==> src/sv/tctu_pkg.sv <==
`timescale 1ns / 1ps
`default_nettype none

package tctu_pkg;

	localparam int TABLE_ENTRIES = 201;
	localparam int SEGMENT_COUNT = 8;
	localparam int AUX_CHANNELS  = 9;
	localparam int RES_DATA_LEN  = 201;
	localparam int IDX_W         = (TABLE_ENTRIES > 2) ? $clog2(TABLE_ENTRIES) : 1;

	localparam logic [3:0]  REF_CHANNEL    = 4'd5;
	localparam logic [15:0] FULL_SCALE     = 16'd30000;
	localparam logic [16:0] BIAS_TENTHS    = 17'd100000;

	// thermistor resistance, 0 C to 100 C in half degree steps, 0.1 ohm units
	localparam logic [18:0] RES_TENTHS [RES_DATA_LEN] = '{
		19'd292398, 19'd285716, 19'd279207, 19'd272866, 19'd266688, 19'd260669, 19'd254803,
		19'd249088, 19'd243518, 19'd238089, 19'd232798, 19'd227640, 19'd222612, 19'd217710,
		19'd212930, 19'd208270, 19'd203725, 19'd199294, 19'd194972, 19'd190756, 19'd186644,
		19'd182633, 19'd178720, 19'd174903, 19'd171178, 19'd167543, 19'd163997, 19'd160536,
		19'd157158, 19'd153861, 19'd150643, 19'd147501, 19'd144434, 19'd141440, 19'd138517,
		19'd135663, 19'd132875, 19'd130153, 19'd127495, 19'd124899, 19'd122363, 19'd119886,
		19'd117466, 19'd115102, 19'd112792, 19'd110535, 19'd108330, 19'd106175, 19'd104070,
		19'd102012, 19'd100000, 19'd98034, 19'd96112, 19'd94233, 19'd92397, 19'd90601,
		19'd88845, 19'd87129, 19'd85450, 19'd83808, 19'd82203, 19'd80633, 19'd79097,
		19'd77594, 19'd76125, 19'd74687, 19'd73281, 19'd71905, 19'd70558, 19'd69241,
		19'd67952, 19'd66690, 19'd65455, 19'd64247, 19'd63064, 19'd61907, 19'd60773,
		19'd59664, 19'd58578, 19'd57514, 19'd56473, 19'd55454, 19'd54455, 19'd53478,
		19'd52521, 19'd51583, 19'd50665, 19'd49765, 19'd48884, 19'd48021, 19'd47175,
		19'd46347, 19'd45535, 19'd44740, 19'd43961, 19'd43198, 19'd42449, 19'd41716,
		19'd40998, 19'd40293, 19'd39603, 19'd38926, 19'd38263, 19'd37613, 19'd36975,
		19'd36350, 19'd35738, 19'd35137, 19'd34548, 19'd33970, 19'd33404, 19'd32848,
		19'd32303, 19'd31769, 19'd31245, 19'd30731, 19'd30227, 19'd29732, 19'd29247,
		19'd28770, 19'd28303, 19'd27845, 19'd27395, 19'd26954, 19'd26521, 19'd26096,
		19'd25679, 19'd25269, 19'd24868, 19'd24474, 19'd24086, 19'd23706, 19'd23334,
		19'd22967, 19'd22608, 19'd22255, 19'd21909, 19'd21568, 19'd21234, 19'd20906,
		19'd20584, 19'd20268, 19'd19957, 19'd19652, 19'd19352, 19'd19058, 19'd18769,
		19'd18485, 19'd18206, 19'd17932, 19'd17662, 19'd17398, 19'd17138, 19'd16882,
		19'd16631, 19'd16385, 19'd16142, 19'd15904, 19'd15670, 19'd15440, 19'd15214,
		19'd14992, 19'd14773, 19'd14559, 19'd14348, 19'd14140, 19'd13936, 19'd13736,
		19'd13539, 19'd13345, 19'd13154, 19'd12967, 19'd12783, 19'd12602, 19'd12423,
		19'd12248, 19'd12076, 19'd11906, 19'd11740, 19'd11576, 19'd11414, 19'd11256,
		19'd11100, 19'd10946, 19'd10795, 19'd10647, 19'd10501, 19'd10357, 19'd10215,
		19'd10076, 19'd9939, 19'd9804, 19'd9672, 19'd9541, 19'd9413, 19'd9286,
		19'd9162, 19'd9039, 19'd8919, 19'd8800, 19'd8684
	};

	typedef logic [15:0] rom_t [TABLE_ENTRIES];

	// elaboration only: shift and subtract, rounded up; quotient must fit 16 bits
	function automatic logic [15:0] div_ceil16(logic [63:0] num, logic [63:0] den);
		logic [63:0] rem;
		logic [15:0] q;
		rem = num;
		q   = '0;
		for (int b = 15; b >= 0; b--) begin
			if (rem >= (den << b)) begin
				rem  = rem - (den << b);
				q[b] = 1'b1;
			end
		end
		if (rem != 64'd0)
			q = q + 16'd1;
		return q;
	endfunction

	// elaboration only: ceil(30000*L/(100000+L)) per entry, last datum repeated
	function automatic rom_t build_thresholds();
		rom_t        t;
		logic [63:0] r;
		logic [63:0] num;
		logic [63:0] den;
		for (int i = 0; i < TABLE_ENTRIES; i++) begin
			r   = 64'(RES_TENTHS[(i < RES_DATA_LEN) ? i : RES_DATA_LEN - 1]);
			num = 64'(FULL_SCALE) * r;
			den = 64'(BIAS_TENTHS) + r;
			t[i] = div_ceil16(num, den);
		end
		return t;
	endfunction

	localparam rom_t THRESHOLD_ROM = build_thresholds();

	localparam logic [15:0] UPPER_CODE = 16'((64'(FULL_SCALE) * 64'(RES_TENTHS[0]))
		/ (64'(BIAS_TENTHS) + 64'(RES_TENTHS[0])));

	typedef enum logic [1:0] {
		KIND_TEMP       = 2'd0,
		KIND_VREF       = 2'd1,
		KIND_GROUP_FAIL = 2'd2
	} kind_t;

	typedef enum logic [1:0] {
		ST_IDLE,
		ST_CLASSIFY,
		ST_SEARCH,
		ST_DONE
	} state_t;

	typedef struct packed {
		logic load;
		logic step;
		logic finish;
	} dp_cmd_t;

	typedef struct packed {
		logic drop;
		logic direct;
		logic search_done;
	} dp_status_t;

endpackage

`default_nettype wire

==> src/sv/tctu_ctrl.sv <==
`timescale 1ns / 1ps
`default_nettype none

module tctu_ctrl import tctu_pkg::*; (
	input  wire logic       clk,
	input  wire logic       arst_n,
	input  wire logic       start,
	input  wire dp_status_t status,
	output dp_cmd_t         cmd,
	output logic            busy,
	output logic            done
);

	state_t state_q;
	state_t state_d;

	always_ff @(posedge clk or negedge arst_n) begin
		if (!arst_n) begin
			state_q <= ST_IDLE;
		end else begin
			state_q <= state_d;
		end
	end

	always_comb begin
		state_d = state_q;
		case (state_q)
			ST_IDLE: begin
				if (start) begin
					state_d = ST_CLASSIFY;
				end
			end
			ST_CLASSIFY: begin
				if (status.drop) begin
					state_d = ST_IDLE;
				end else if (status.direct) begin
					state_d = ST_DONE;
				end else begin
					state_d = ST_SEARCH;
				end
			end
			ST_SEARCH: begin
				if (status.search_done) begin
					state_d = ST_DONE;
				end
			end
			ST_DONE: begin
				state_d = ST_IDLE;
			end
			default: begin
				state_d = ST_IDLE;
			end
		endcase
	end

	always_comb begin
		cmd  = '0;
		busy = 1'b1;
		done = 1'b0;
		case (state_q)
			ST_IDLE: begin
				busy     = 1'b0;
				cmd.load = start;
			end
			ST_CLASSIFY: begin
				cmd.finish = !status.drop && status.direct;
			end
			ST_SEARCH: begin
				cmd.step   = !status.search_done;
				cmd.finish = status.search_done;
			end
			ST_DONE: begin
				done = 1'b1;
			end
			default: begin
				busy = 1'b1;
			end
		endcase
	end

	a_done_one_cycle: assert property (@(posedge clk) disable iff (!arst_n)
		done |=> !done)
		else $error("result strobe held longer than one cycle");

	a_accept_goes_busy: assert property (@(posedge clk) disable iff (!arst_n)
		start && !busy |=> busy && !done)
		else $error("accepted transaction did not make the unit busy");

	a_done_after_work: assert property (@(posedge clk) disable iff (!arst_n)
		done |-> $past(cmd.finish))
		else $error("result strobe without a finished transaction");

endmodule

`default_nettype wire

==> src/sv/tctu_dp.sv <==
`timescale 1ns / 1ps
`default_nettype none

module tctu_dp import tctu_pkg::*; (
	input  wire logic        clk,
	input  wire logic        arst_n,
	input  wire dp_cmd_t     cmd,
	input  wire logic [15:0] raw_code,
	input  wire logic [2:0]  segment,
	input  wire logic [3:0]  aux_channel,
	input  wire logic        group_ok,
	output dp_status_t       status,
	output logic [1:0]       kind,
	output logic [2:0]       segment_out,
	output logic [2:0]       slot,
	output logic [7:0]       temp_half_deg,
	output logic             out_of_range,
	output logic [15:0]      vref_code
);

	logic [15:0]      code_q;
	logic [2:0]       seg_q;
	logic [3:0]       chan_q;
	logic             ok_q;
	logic [IDX_W-1:0] lo_q;
	logic [IDX_W-1:0] hi_q;

	logic [1:0]       kind_q;
	logic [2:0]       seg_out_q;
	logic [2:0]       slot_q;
	logic [7:0]       temp_q;
	logic             oor_q;
	logic [15:0]      vref_q;

	logic             is_ref;
	logic             oor;
	logic [2:0]       slot_c;
	logic [IDX_W:0]   mid_sum;
	logic [IDX_W-1:0] mid;
	logic             reached;

	always_comb begin
		is_ref = (chan_q == REF_CHANNEL);
		oor = (code_q >= FULL_SCALE) || (code_q > UPPER_CODE)
			|| (code_q < THRESHOLD_ROM[TABLE_ENTRIES - 1]);
		slot_c = (chan_q > REF_CHANNEL) ? 3'(chan_q - 4'd1) : 3'(chan_q);
		status.drop = (32'(chan_q) >= AUX_CHANNELS) || (32'(seg_q) >= SEGMENT_COUNT);
		status.direct = !ok_q || is_ref || oor;
		status.search_done = (lo_q == hi_q);
		mid_sum = {1'b0, lo_q} + {1'b0, hi_q};
		mid = mid_sum[IDX_W:1];
		reached = (code_q >= THRESHOLD_ROM[mid]);
	end

	// binary search for the first threshold the code reaches
	always_ff @(posedge clk) begin
		if (cmd.load) begin
			code_q <= raw_code;
			seg_q  <= segment;
			chan_q <= aux_channel;
			ok_q   <= group_ok;
			lo_q   <= '0;
			hi_q   <= IDX_W'(TABLE_ENTRIES - 1);
		end else if (cmd.step) begin
			if (reached) begin
				hi_q <= mid;
			end else begin
				lo_q <= mid + IDX_W'(1);
			end
		end
	end

	always_ff @(posedge clk) begin
		if (cmd.finish) begin
			seg_out_q <= seg_q;
			kind_q    <= KIND_TEMP;
			slot_q    <= '0;
			temp_q    <= '0;
			oor_q     <= 1'b0;
			vref_q    <= '0;
			if (!ok_q) begin
				kind_q <= KIND_GROUP_FAIL;
			end else if (is_ref) begin
				kind_q <= KIND_VREF;
				vref_q <= code_q;
			end else begin
				slot_q <= slot_c;
				if (oor) begin
					oor_q <= 1'b1;
				end else begin
					temp_q <= 8'(lo_q);
				end
			end
		end
	end

	assign kind          = kind_q;
	assign segment_out   = seg_out_q;
	assign slot          = slot_q;
	assign temp_half_deg = temp_q;
	assign out_of_range  = oor_q;
	assign vref_code     = vref_q;

	a_step_open_range: assert property (@(posedge clk) disable iff (!arst_n)
		cmd.step |-> lo_q < hi_q)
		else $error("search step on a closed interval");

	a_step_in_table: assert property (@(posedge clk) disable iff (!arst_n)
		cmd.step |-> hi_q <= IDX_W'(TABLE_ENTRIES - 1))
		else $error("search bound past the end of the table");

endmodule

`default_nettype wire

==> src/sv/thermistor_code_to_temperature_unit.sv <==
`timescale 1ns / 1ps
`default_nettype none

// channel  | handshake          | fields
// ---------+--------------------+--------------------------------------------------
// request  | start, busy        | raw_code, segment, aux_channel, group_ok
// result   | done (one cycle)   | kind, segment_out, slot, temp_half_deg,
//          |                    | out_of_range, vref_code
//
// a transaction is taken when start is high and busy is low
// direct results (group failed, reference, out of range) go from classify straight to done
// a table lookup binary-searches the threshold rom, one compare per cycle:
// 7 or 8 steps for 201 entries
// done is a single-cycle strobe; the receiver cannot hold it, busy drops the cycle after
// items on a channel or segment past the configured count return no result
// arst_n clears the controller; the rom is constant logic and needs no fill

module thermistor_code_to_temperature_unit import tctu_pkg::*; (
	input  wire logic        clk,
	input  wire logic        arst_n,
	input  wire logic        start,
	output logic             busy,
	input  wire logic [15:0] raw_code,
	input  wire logic [2:0]  segment,
	input  wire logic [3:0]  aux_channel,
	input  wire logic        group_ok,
	output logic             done,
	output logic [1:0]       kind,
	output logic [2:0]       segment_out,
	output logic [2:0]       slot,
	output logic [7:0]       temp_half_deg,
	output logic             out_of_range,
	output logic [15:0]      vref_code
);

	dp_cmd_t    cmd;
	dp_status_t status;

	tctu_ctrl u_ctrl (
		.clk    (clk),
		.arst_n (arst_n),
		.start  (start),
		.status (status),
		.cmd    (cmd),
		.busy   (busy),
		.done   (done)
	);

	tctu_dp u_dp (
		.clk           (clk),
		.arst_n        (arst_n),
		.cmd           (cmd),
		.raw_code      (raw_code),
		.segment       (segment),
		.aux_channel   (aux_channel),
		.group_ok      (group_ok),
		.status        (status),
		.kind          (kind),
		.segment_out   (segment_out),
		.slot          (slot),
		.temp_half_deg (temp_half_deg),
		.out_of_range  (out_of_range),
		.vref_code     (vref_code)
	);

endmodule

`default_nettype wire

==> config.mk <==
export PLATFORM = sky130hd
export DESIGN_NAME = thermistor_code_to_temperature_unit
export DESIGN_NICKNAME = d
export VERILOG_FILES = /design/src/sv/tctu_pkg.sv /design/src/sv/tctu_ctrl.sv /design/src/sv/tctu_dp.sv /design/src/sv/thermistor_code_to_temperature_unit.sv
export SDC_FILE = /design/constraint.sdc
export NUM_CORES = 1
export LEC_CHECK = 0
export BUFFER_PORTS_ARGS = -buffer_cell sky130_fd_sc_hd__buf_2
export CAP_MARGIN = 20
export CORE_MARGIN = 3
export CORE_UTILIZATION = 40
export DETAILED_ROUTE_END_ITERATION = 8
export PLACE_DENSITY = 0.59
export SKIP_CTS_REPAIR_TIMING = 1
export SYNTH_ARGS = -nofsm -noshare
export SYNTH_HDL_FRONTEND = slang
export SYNTH_SLANG_ARGS = --single-unit
==> constraint.sdc <==
create_clock -name clk -period 6.2 [get_ports clk]
set_input_delay 0.62 -clock clk [delete_from_list [all_inputs] [get_ports clk]]
set_output_delay 0.62 -clock clk [all_outputs]
set_load 0.03 [all_outputs]
Yosys cells after proc, flatten, opt, wreduce, memory -nomap -nowiden
Memories as Yosys holds them, arrays and structs flattened.
Index checks and enable logic that the tools add are counted.
{"block": "op_classes", "addsub": 3, "order_cmp": 7, "n_eq_ne": 7, "muxes": 15, "bitwise_logic": 3, "reduce_logical": 15}
{"operator": "16-bit two-way mux", "n": 2}
{"operator": "16-bit by 15-bit greater-or-equal comparator with 1-bit output (second input constant)", "n": 1}
{"operator": "16-bit greater-or-equal comparator", "n": 1}
{"operator": "16-bit by 15-bit greater-than comparator with 1-bit output (second input constant)", "n": 1}
{"operator": "16-bit by 12-bit < comparator with 1-bit output (second input constant)", "n": 1}
{"operator": "8-bit by 8-bit adder with 9-bit output", "n": 1}
{"operator": "9-bit greater-or-equal comparator (second input constant)", "n": 1}
{"operator": "8-bit inverter with 9-bit output", "n": 1}
{"operator": "8-bit by 1-bit adder with 8-bit output (second input constant)", "n": 1}
{"operator": "8-bit == test", "n": 1}
{"operator": "2-bit case mux with 4 select lines", "n": 1}
{"operator": "2-bit AND reduction", "n": 4}
{"operator": "1-bit two-way mux", "n": 7}
{"operator": "2-bit two-way mux", "n": 3}
{"operator": "2-bit == test (second input constant)", "n": 2}
{"operator": "4-bit by 3-bit == test with 1-bit output (second input constant)", "n": 1}
{"operator": "4-bit greater-or-equal comparator (second input constant)", "n": 1}
{"operator": "4-bit by 3-bit greater-than comparator with 1-bit output (second input constant)", "n": 1}
{"operator": "1-bit logical OR", "n": 4}
{"operator": "1-bit zero test", "n": 3}
{"operator": "3-bit two-way mux", "n": 1}
{"operator": "3-bit OR reduction", "n": 1}
{"operator": "3-bit by 1-bit subtractor with 3-bit output (second input constant)", "n": 1}
{"operator": "2-bit by 1-bit == test with 1-bit output (second input constant)", "n": 1}
{"operator": "7 further kinds", "n": 8}
{"block": "totals", "register_bits": 75, "romBits": 4096, "in_bits": 27, "out_inout_bits": 35, "wordCells": 64, "n_memories": 1}
{"memory": "(no name shown)", "words": 256, "width": 16, "read_ports": 1, "rd_clocked_by_memory_dff": 0, "write_ports": 0, "line_no": "tctu_dp.sv:52", "text": "reached = (code_q >= THRESHOLD_ROM[mid]);"}

Depth between registers and ports, before layout
Gate-level depths: netlist (run 1).
{"block": "depth", "ltp_word": 8, "ltp_mapped": 25, "mapped_depth_nobuf": 22}

Hierarchy
A second synthesis (run 1) with hierarchy kept.
{"block": "hier_totals", "hier_cells": 841, "area_unflattened_um2": 7176.9}
{"module": "tctu_dp", "n_inst": 1, "cells_per_inst": 819, "area_each_um2": 6954.2, "seq_area_each_um2": 2031.9}
{"module": "tctu_ctrl", "n_inst": 1, "cells_per_inst": 22, "area_each_um2": 222.7, "seq_area_each_um2": 50.0}

Worst setup path after synthesis (run 1)
Ideal clock, no wire load.
{"block": "synth_path", "path_type": "register -> register", "start": "register u_dp.lo_q[0]", "end": "register u_dp.hi_q[0]", "setup_ns": 0.086, "arrival_ns": 5.024, "required_ns": 6.114, "path_slack_ns": 1.091, "stages_incl_launch_ff": 25, "n_path_buf": 4, "period_less_slack_ns": 5.109, "cell_sequence": "dfxtp_1 -> ha_1 -> inv_1 -> fa_1 -> xor2_1 -> inv_1 -> clkbuf_1 -> ha_1 -> clkbuf_1 -> clkbuf_1 -> nor2_1 -> a22oi_1 -> o211a_1 -> nor3_1 -> a211oi_1 -> ha_1 -> nand2b_1 -> a21o_1 -> a21o_1 -> a211oi_1 -> o21ai_1 -> a21boi_0 -> clkbuf_1 -> o21ai_0 -> a21oi_1"}
{"block": "synth_between", "elab_chain_len": 7, "elab_cells_between_ends": 10, "cone_classes": "add/sub: 1; order compare: 1; eq/ne: 1; mux: 3; bitwise: 1; reduce/logical: 2; memory: 1"}
{"item": "start: declaration", "line_no": "tctu_dp.sv:25", "text": "logic [IDX_W-1:0] lo_q;"}
{"item": "start signal: assignment", "line_no": "tctu_dp.sv:68", "text": "lo_q <= mid + IDX_W'(1);"}
{"item": "8-bit by 8-bit adder with 9-bit output", "line_no": "tctu_dp.sv:50", "text": "mid_sum = {1'b0, lo_q} + {1'b0, hi_q};"}
{"item": "net u_dp.mid_sum[2]", "line_no": "tctu_dp.sv:38", "text": "logic [IDX_W:0] mid_sum;"}
{"item": "8-bit inverter with 9-bit output (implied by the code)", "line_no": "tctu_dp.sv:52"}
{"item": "memory read 256 x 16 bit"}
{"item": "16-bit two-way mux (implied by the code) (2 in a row)", "line_no": "tctu_dp.sv:52"}
{"item": "16-bit greater-or-equal comparator", "line_no": "tctu_dp.sv:52"}
{"item": "2-bit AND reduction (no source line)"}
{"item": "end signal: assignment", "line_no": "tctu_dp.sv:63", "text": "hi_q <= IDX_W'(TABLE_ENTRIES - 1);"}
{"item": "end signal: assignment", "line_no": "tctu_dp.sv:66", "text": "hi_q <= mid;"}
{"item": "end: declaration", "line_no": "tctu_dp.sv:26", "text": "logic [IDX_W-1:0] hi_q;"}
The timed path passes the listed nets, and every way through them passes these cells. The select of a mux whose other input is x is not followed.
A chain may end at the register's enable or synchronous reset.

Final worst setup path (run 1)
{"block": "layout_path", "start": "register u_dp.lo_q[0]", "end": "register u_dp.lo_q[7]"}
{"block": "layout_between", "elab_chain_len": 8, "elab_cells_between_ends": 12, "cone_classes": "add/sub: 2; order compare: 1; eq/ne: 1; mux: 3; bitwise: 2; reduce/logical: 2; memory: 1"}
{"item": "8-bit by 8-bit adder with 9-bit output", "line_no": "tctu_dp.sv:50"}
{"item": "8-bit inverter with 9-bit output (implied by the code)", "line_no": "tctu_dp.sv:52"}
{"item": "memory read 256 x 16 bit"}
{"item": "16-bit two-way mux (implied by the code) (2 in a row)", "line_no": "tctu_dp.sv:52"}
{"item": "16-bit greater-or-equal comparator", "line_no": "tctu_dp.sv:52"}
{"item": "1-bit inverter (no source line)"}
{"item": "2-bit AND reduction (no source line)"}
Several ways; a longest one is shown, not always the timed one. The select of a mux whose other input is x is not followed.

==> results of run 1 <==
stage by stage:
stage               util [%]  hold WS (ps)  setup WS (ps)
floorplan                  -           324           1090
global placement        44.2           402            636
detailed placement      44.2           405            663
CTS                     45.9          36.7            630
global route            45.9          30.2            140
finish                  45.9          47.0            537
worst register-to-register path: stages (launching register included):
cell and delay (ps):
dfxtp_1 350, ha_1 200, inv_1 60, fa_1 420
and2b_1 330, o22ai_4 160, xnor2_4 560, buf_4 430
buf_4 270, o21ai_0 100, o21ai_0 200, a21oi_1 60
o31ai_1 300, a211oi_1 140, ha_1 290, nand2b_1 140
a21o_1 170, a21o_1 170, a211oi_1 380, o21ai_1 140
a21boi_1 440, o21ai_0 150, a21oi_1 150
cell type report:
class	instances	area [um2]	share of cell area [%]
clock buffer	10	239	2.88
clock inverter	6	70.1	0.844
inverter	23	86.3	1.04
multi-input combinational	712	4840	58.3
sequential	75	2080	25.1
tap	229	287	3.45
timing repair buffer	108	696	8.38
layer usage:
metal | track usage (%) | wire, um | share of wire [%]
met3 | 5.91 | 3030 | 11
met5 | 0 | 0 | 0
met2 | 39.7 | 11700 | 42
met1 | 37.9 | 11500 | 42
met4 | 10.4 | 1380 | 5.0
path summary, 6_finish.rpt:
kind / endpoint / slack [ps] / from
min in group clk: u_dp.segment_out[1] / 420 / u_dp.seg_q[1]
hold reg to reg: u_dp.segment_out[1] / 420 / u_dp.seg_q[1]
hold / removal: u_ctrl.state_q[0] / 50 / arst_n
setup / recovery: u_dp.lo_q[7] / 540 / u_dp.lo_q[0]
setup reg to reg: u_dp.lo_q[7] / 540 / u_dp.lo_q[0]
max in group asynchronous: asynchronous set/reset pin / 6060 / arst_n
cells in the mapped netlist, drive strengths merged (7+ instances only):
library cell   n
a21oi         63
a21o           7
dfxtp         16
clkbuf        30
or3            7
inv           23
buf           55
ha            54
nor3          41
a211oi        23
o211ai        26
xnor2         11
nand3         30
o21ai         64
o311ai        12
a211o          7
nor2          77
mux2i         12
a31oi         19
nand2         72
o22ai          8
nand2b         8
o21a           7
a311oi        10
edfxtp        57
a221oi        12
and2          24
o221ai        15
sequential cells by signal (all words and copies together) (netlist names), 2 cells and up, named ones only:
signal,cells
u_dp.code_q,16
u_dp.vref_code,16
u_dp.hi_q,8
u_dp.lo_q,8
u_dp.temp_half_deg,8
u_dp.chan_q,4
u_dp.seg_q,3
u_dp.segment_out,3
u_dp.slot,3
u_dp.kind,2
logic make-up (layout without fill, tap and decap cells):
kind of cell / after synthesis / count (layout) / share of synthesized area [%]
compound gates: 337 / 337 / 32.2
xor+xnor: 15 / 15 / 2.38
fa+ha+maj: 57 / 57 / 9.64
buf+inv: 108 / 147 / 7.26
flops: 75 / 75 / 28.0
mux: 13 / 13 / 1.77
simple gates: 290 / 290 / 18.7
==> results by group, run 1 <==
Status
  – Status: complete, no violations

Synth
  – Post-Synthesis Cells: 895
  – YS warnings: 0
  – Unique cell type count in the Yosys netlist: between 80 and 90
  – Seq/Total Area, Yosys: about 28%
  – EDFF count, synth: 57
  – Mapped cell area: between 7000 and 8000 um2
  – Ys flop type: edfxtp_1
  – Synth top area cells: edfxtp_1 23%, ha_1 9.1%, dfxtp_1 4.3%
  – Synth area leader: edfxtp_1
  – Syn Area/Cell: around 8.3 um2
  – Post-synth ARST share: 2.67%
  – Share of the synthesized area in the top cell type: a little under a quarter
  – Seq cells post-synth: 75
  – Syn Nets: 977

GRT
  – First-pass GRT wire length: 42600 um
  – Initial antenna violation count: 0
  – GR Overflow Total: 0
  – Largest net degree at the start of global routing: 74
  – GRT Util Overall: 26.8%
  – Vias in the first global route: 7137

Clock network
  – Clock tree buffer depth: 2
  – H-Tree Level Count: 3
  – Worst-path clk slew: 60 ps
  – Worst skew pair latency: 340 ps
  – Clock sink total: 75
  – CTS Buf Count: 9
  – Root buffer cell: clkbuf_16
  – CTS tree: done

Critical path
  – Top delay family on crit path: compound AO/OA/AOI/OAI gates
  – CP max FO: 25
  – Worst r2r path cells: 22
  – Cells along the critical path: ha_1, inv_1, fa_1, and2b_1, o22ai_4, xnor2_4, buf_4, buf_4, o21ai_0, o21ai_0, a21oi_1, o31ai_1, a211oi_1, ha_1, nand2b_1, a21o_1, a21o_1, a211oi_1, o21ai_1, a21boi_1, o21ai_0, a21oi_1
  – Data required, critical path: 6470 ps
  – Worst path max stage delay: 550 ps
  – Master of the slowest instance on the critical path: xnor2_4
  – Most used cell, CP: o21ai_0
  – Crit. End Element: flop
  – Stages on the worst setup path: 22
  – Critical path launch point type: flop
  – Worst Path Buf+Inv: 3
  – WS Path Type: reg2reg
  – Crit path arrival time: 5930 ps

Timing
  – Final hold violations: 0
  – Final Max Tran Viols: 0
  – Max Clock Freq: 0.177 GHz
  – Measured slew at the worst slew-check pin: approximately 1100 ps
  – Endpoints failing setup: 0
  – Clk_skew: a little under 10 ps
  – Crit path time final: 5660 ps
  – RSZ-0062 raised after global routing: false
  – Rel. slew slack: 21.4%
  – Setup TNS Final: 0 ps
  – Final Cycle Share: between 90% and 100%

Floorplanning
  – Row count: ~50
  – Starting density of the core: between 40% and 50%
  – Die height: 142 um
  – Top Ports: 62
  – Die area: ~20000 um2
  – Core ar.: 18100 um2
  – Die width: 142 um

Flow run
  – Max-cap viol count: 0

Place
  – Post-DP HPWL: 19400 um
  – Post-DP Area: 7990 um2
  – GP Congestion: 1.02
  – Port buffer count: 61
  – Placed Cells: 1147

Finish
  – Ant. Diodes: 0
  – Most frequent cells in the layout: 77 x nor2_1, 69 x nand2_1, 63 x a21oi_1
  – Share of cells above drive strength 1: ~17%
  – Layout Cells excl Fill: between 1000 and 1500
  – Most common library cell in the layout ignoring fill and taps: nor2_1
  – Layout net count: approximately 1000
  – FILL cells: 1777
  – Layout area overhead: 11.8%
  – Design Area, Final: between 8000 and 9000 um2

Routing
  – Avg Vias per Cell: about 6.7
  – First-pass iteration count of the detailed router: 6
  – Remaining DRCs: 0
  – Detailed Route WL: 27600 um
  – Starting DRC count in detailed routing: 1113
  – WL/cell: 23.7 um
  – Vias: 7755
  – ANT nets after route: 0

Worst hold path
  – Hold Crit Class: in2async
Power of run 1 is not shown: default switching activity piles up to over one toggle a cycle in this logic, so the estimate is an artifact.
==> inputs of run 2 (changes only) <==
Settings changed: RECOVER_POWER set to 100, SKIP_CTS_REPAIR_TIMING 1 to unset.
==> run 2 against run 1 <==
  * The flow now finishes with violations (max-capacitance violations, max-slew violations)
  * First-iteration DRC count rose by 3.6%
  * Routed wire length down 0.47%
  * Final cell count stayed put
  * Critical endpoint is now u_dp.hi_q[1]
  * Largest cell class unchanged
==> results by group, run 2 (synthesized netlist as in run 1, its figures left out) <==
Status
  – Status: complete, but fails checks
  – Failing checks: max-capacitance violations, max-slew violations

Routing
  – First-pass iteration count of the detailed router: 6
  – Starting DRC count in detailed routing: ~1200
  – WL/cell: 23.6 um
  – Avg Vias per Cell: roughly 6.6
  – ANT nets after route: 0
  – Detailed Route WL: 27500 um
  – Remaining DRCs: 0
  – Vias: 7717

Place
  – Post-DP HPWL: between 15000 and 20000 um
  – GP Congestion: 1.02
  – Port buffer count: 61

Critical path
  – Worst Path Buf+Inv: 4
  – Crit path arrival time: 5990 ps
  – WS Path Type: reg2reg
  – Data required, critical path: 6440 ps
  – Crit. End Element: flop
  – Worst R2R Setup Slack: around 450 ps
  – CP max FO: 25
  – Critical path launch point type: flop
  – Top delay family on crit path: compound AO/OA/AOI/OAI gates
  – Worst r2r dst: u_dp.hi_q[1]
  – Worst r2r path cells: 23
  – Most used cell, CP: o21ai_0
  – Worst path max stage delay: between 500 and 600 ps
  – R2R Path Start: u_dp.lo_q[0]
  – Master of the slowest instance on the critical path: xnor2_4
  – Cells along the critical path: ha_1, inv_1, fa_1, and2b_1, o22ai_4, xnor2_4, buf_4, buf_4, o21ai_0, o21ai_0, a21oi_1, o31ai_1, a211oi_1, ha_1, nand2b_1, a21o_1, a21o_1, a211oi_1, o21ai_0, a21boi_0, clkbuf_2, o21ai_0, a21oi_1

Floorplanning
  – Core ar.: roughly 18000 um2
  – Starting density of the core: 41.1%
  – Die area: 20200 um2
  – Row count: 49
  – Die width: 142 um
  – Die height: 142 um
  – Top Ports: between 60 and 70

Timing
  – Setup TNS Final: 0 ps
  – Final Cycle Share: a little over 90%
  – Endpoints failing setup: 0
  – Final hold violations: 0
  – RSZ-0062 raised after global routing: false
  – Final Max Tran Viols: slightly above 70
  – Measured slew at the worst slew-check pin: 2000 ps
  – Rel. slew slack: -33.2%
  – Max Clock Freq: 0.174 GHz
  – Clk_skew: 9.49 ps
  – Crit path time final: 5750 ps

Clock network
  – CTS Hold Bufs: 0
  – Post_cts resized: 0
  – Worst-path clk slew: roughly 60 ps
  – Setup Buffers After CTS: 0
  – H-Tree Level Count: 3
  – CTS Buf Count: 9
  – Worst skew pair latency: 340 ps
  – Clock sink total: 75
  – Clock tree buffer depth: 2
  – CTS tree: done
  – Root buffer cell: clkbuf_16

Finish
  – Layout area overhead: 11.0%
  – Layout net count: 1011
  – Ant. Diodes: 0
  – FILL cells: about 1800
  – Most common library cell in the layout ignoring fill and taps: nor2_1
  – Most frequent cells in the layout: 77 x nor2_1, 69 x nand2_1, 63 x a21oi_1
  – Footprint of the multi-input gates: 4840 um2
  – Storage element area: 2080 um2
  – Share of cells above drive strength 1: roughly an eighth

GRT
  – GR Overflow Total: 0
  – Initial antenna violation count: 0
  – GRT Util Overall: 26.8%
  – Vias in the first global route: 7137
  – Largest net degree at the start of global routing: 74
  – First-pass GRT wire length: 42600 um

Worst hold path
  – Hold Crit Class: in2async

Flow run
  – Max-cap viol count: 2
-- run 2: through the flow --
step / hold slack (ps) / setup WS (ps) / util (%) / area [um2] / std cells
floorplan: 324 / 1090 / - / 7420 / 895
global placement: 402 / 636 / 44.2 / 7990 / 1147
detailed placement: 405 / 663 / 44.2 / 7990 / 1147
CTS: 36.7 / 630 / 45.9 / 8300 / 1163
global route: 33.3 / 71.5 / 45.6 / 8240 / 1163
finish: 46.0 / 445 / 45.6 / 8240 / 1163
-- run 2: worst register-to-register path, stage by stage, from the launching register on --
cell and delay, ps:
dfxtp_1 350, ha_1 200, inv_1 60, fa_1 420, and2b_1 330, o22ai_4 160
xnor2_4 560, buf_4 430, buf_4 270, o21ai_0 100, o21ai_0 210, a21oi_1 60
o31ai_1 290, a211oi_1 140, ha_1 290, nand2b_1 140, a21o_1 170, a21o_1 170
a211oi_1 360, o21ai_0 180, a21boi_0 230, clkbuf_2 260, o21ai_0 120, a21oi_1 170
-- run 2: routing by layer --
metal | up-vias | track usage (%) | wire [um]
met1 | 3565 | 37.9 | 11400
li1 | 3503 | - | -
met4 | 0 | 10.4 | 1340
met5 | - | 0 | 0
met2 | 540 | 39.7 | 11700
met3 | 109 | 5.91 | 3010
-- run 2: cell type report --
cell class	count	area share [%]
clock buffers	10	2.90
inverters	23	1.05
well taps	229	3.48
repair buffers	108	7.76
clock inverters	6	0.850
flip-flops and latches	75	25.3
multi-input cells	712	58.7
-- run 2: worst max-delay path by stage --
stage	from	endpoint	depth (start not counted)	slack, ps
floorplan	u_dp.lo_q[0]	u_dp.hi_q[0]	24	1090
global placement	u_dp.lo_q[0]	u_dp.lo_q[7]	22	640
detailed placement	u_dp.lo_q[0]	u_dp.lo_q[7]	22	660
CTS	u_dp.lo_q[0]	u_dp.lo_q[0]	22	630
global route	u_dp.lo_q[0]	u_dp.lo_q[7]	22	70
finish	u_dp.lo_q[0]	u_dp.hi_q[1]	23	450
Power of run 2 is left out for the same reason.
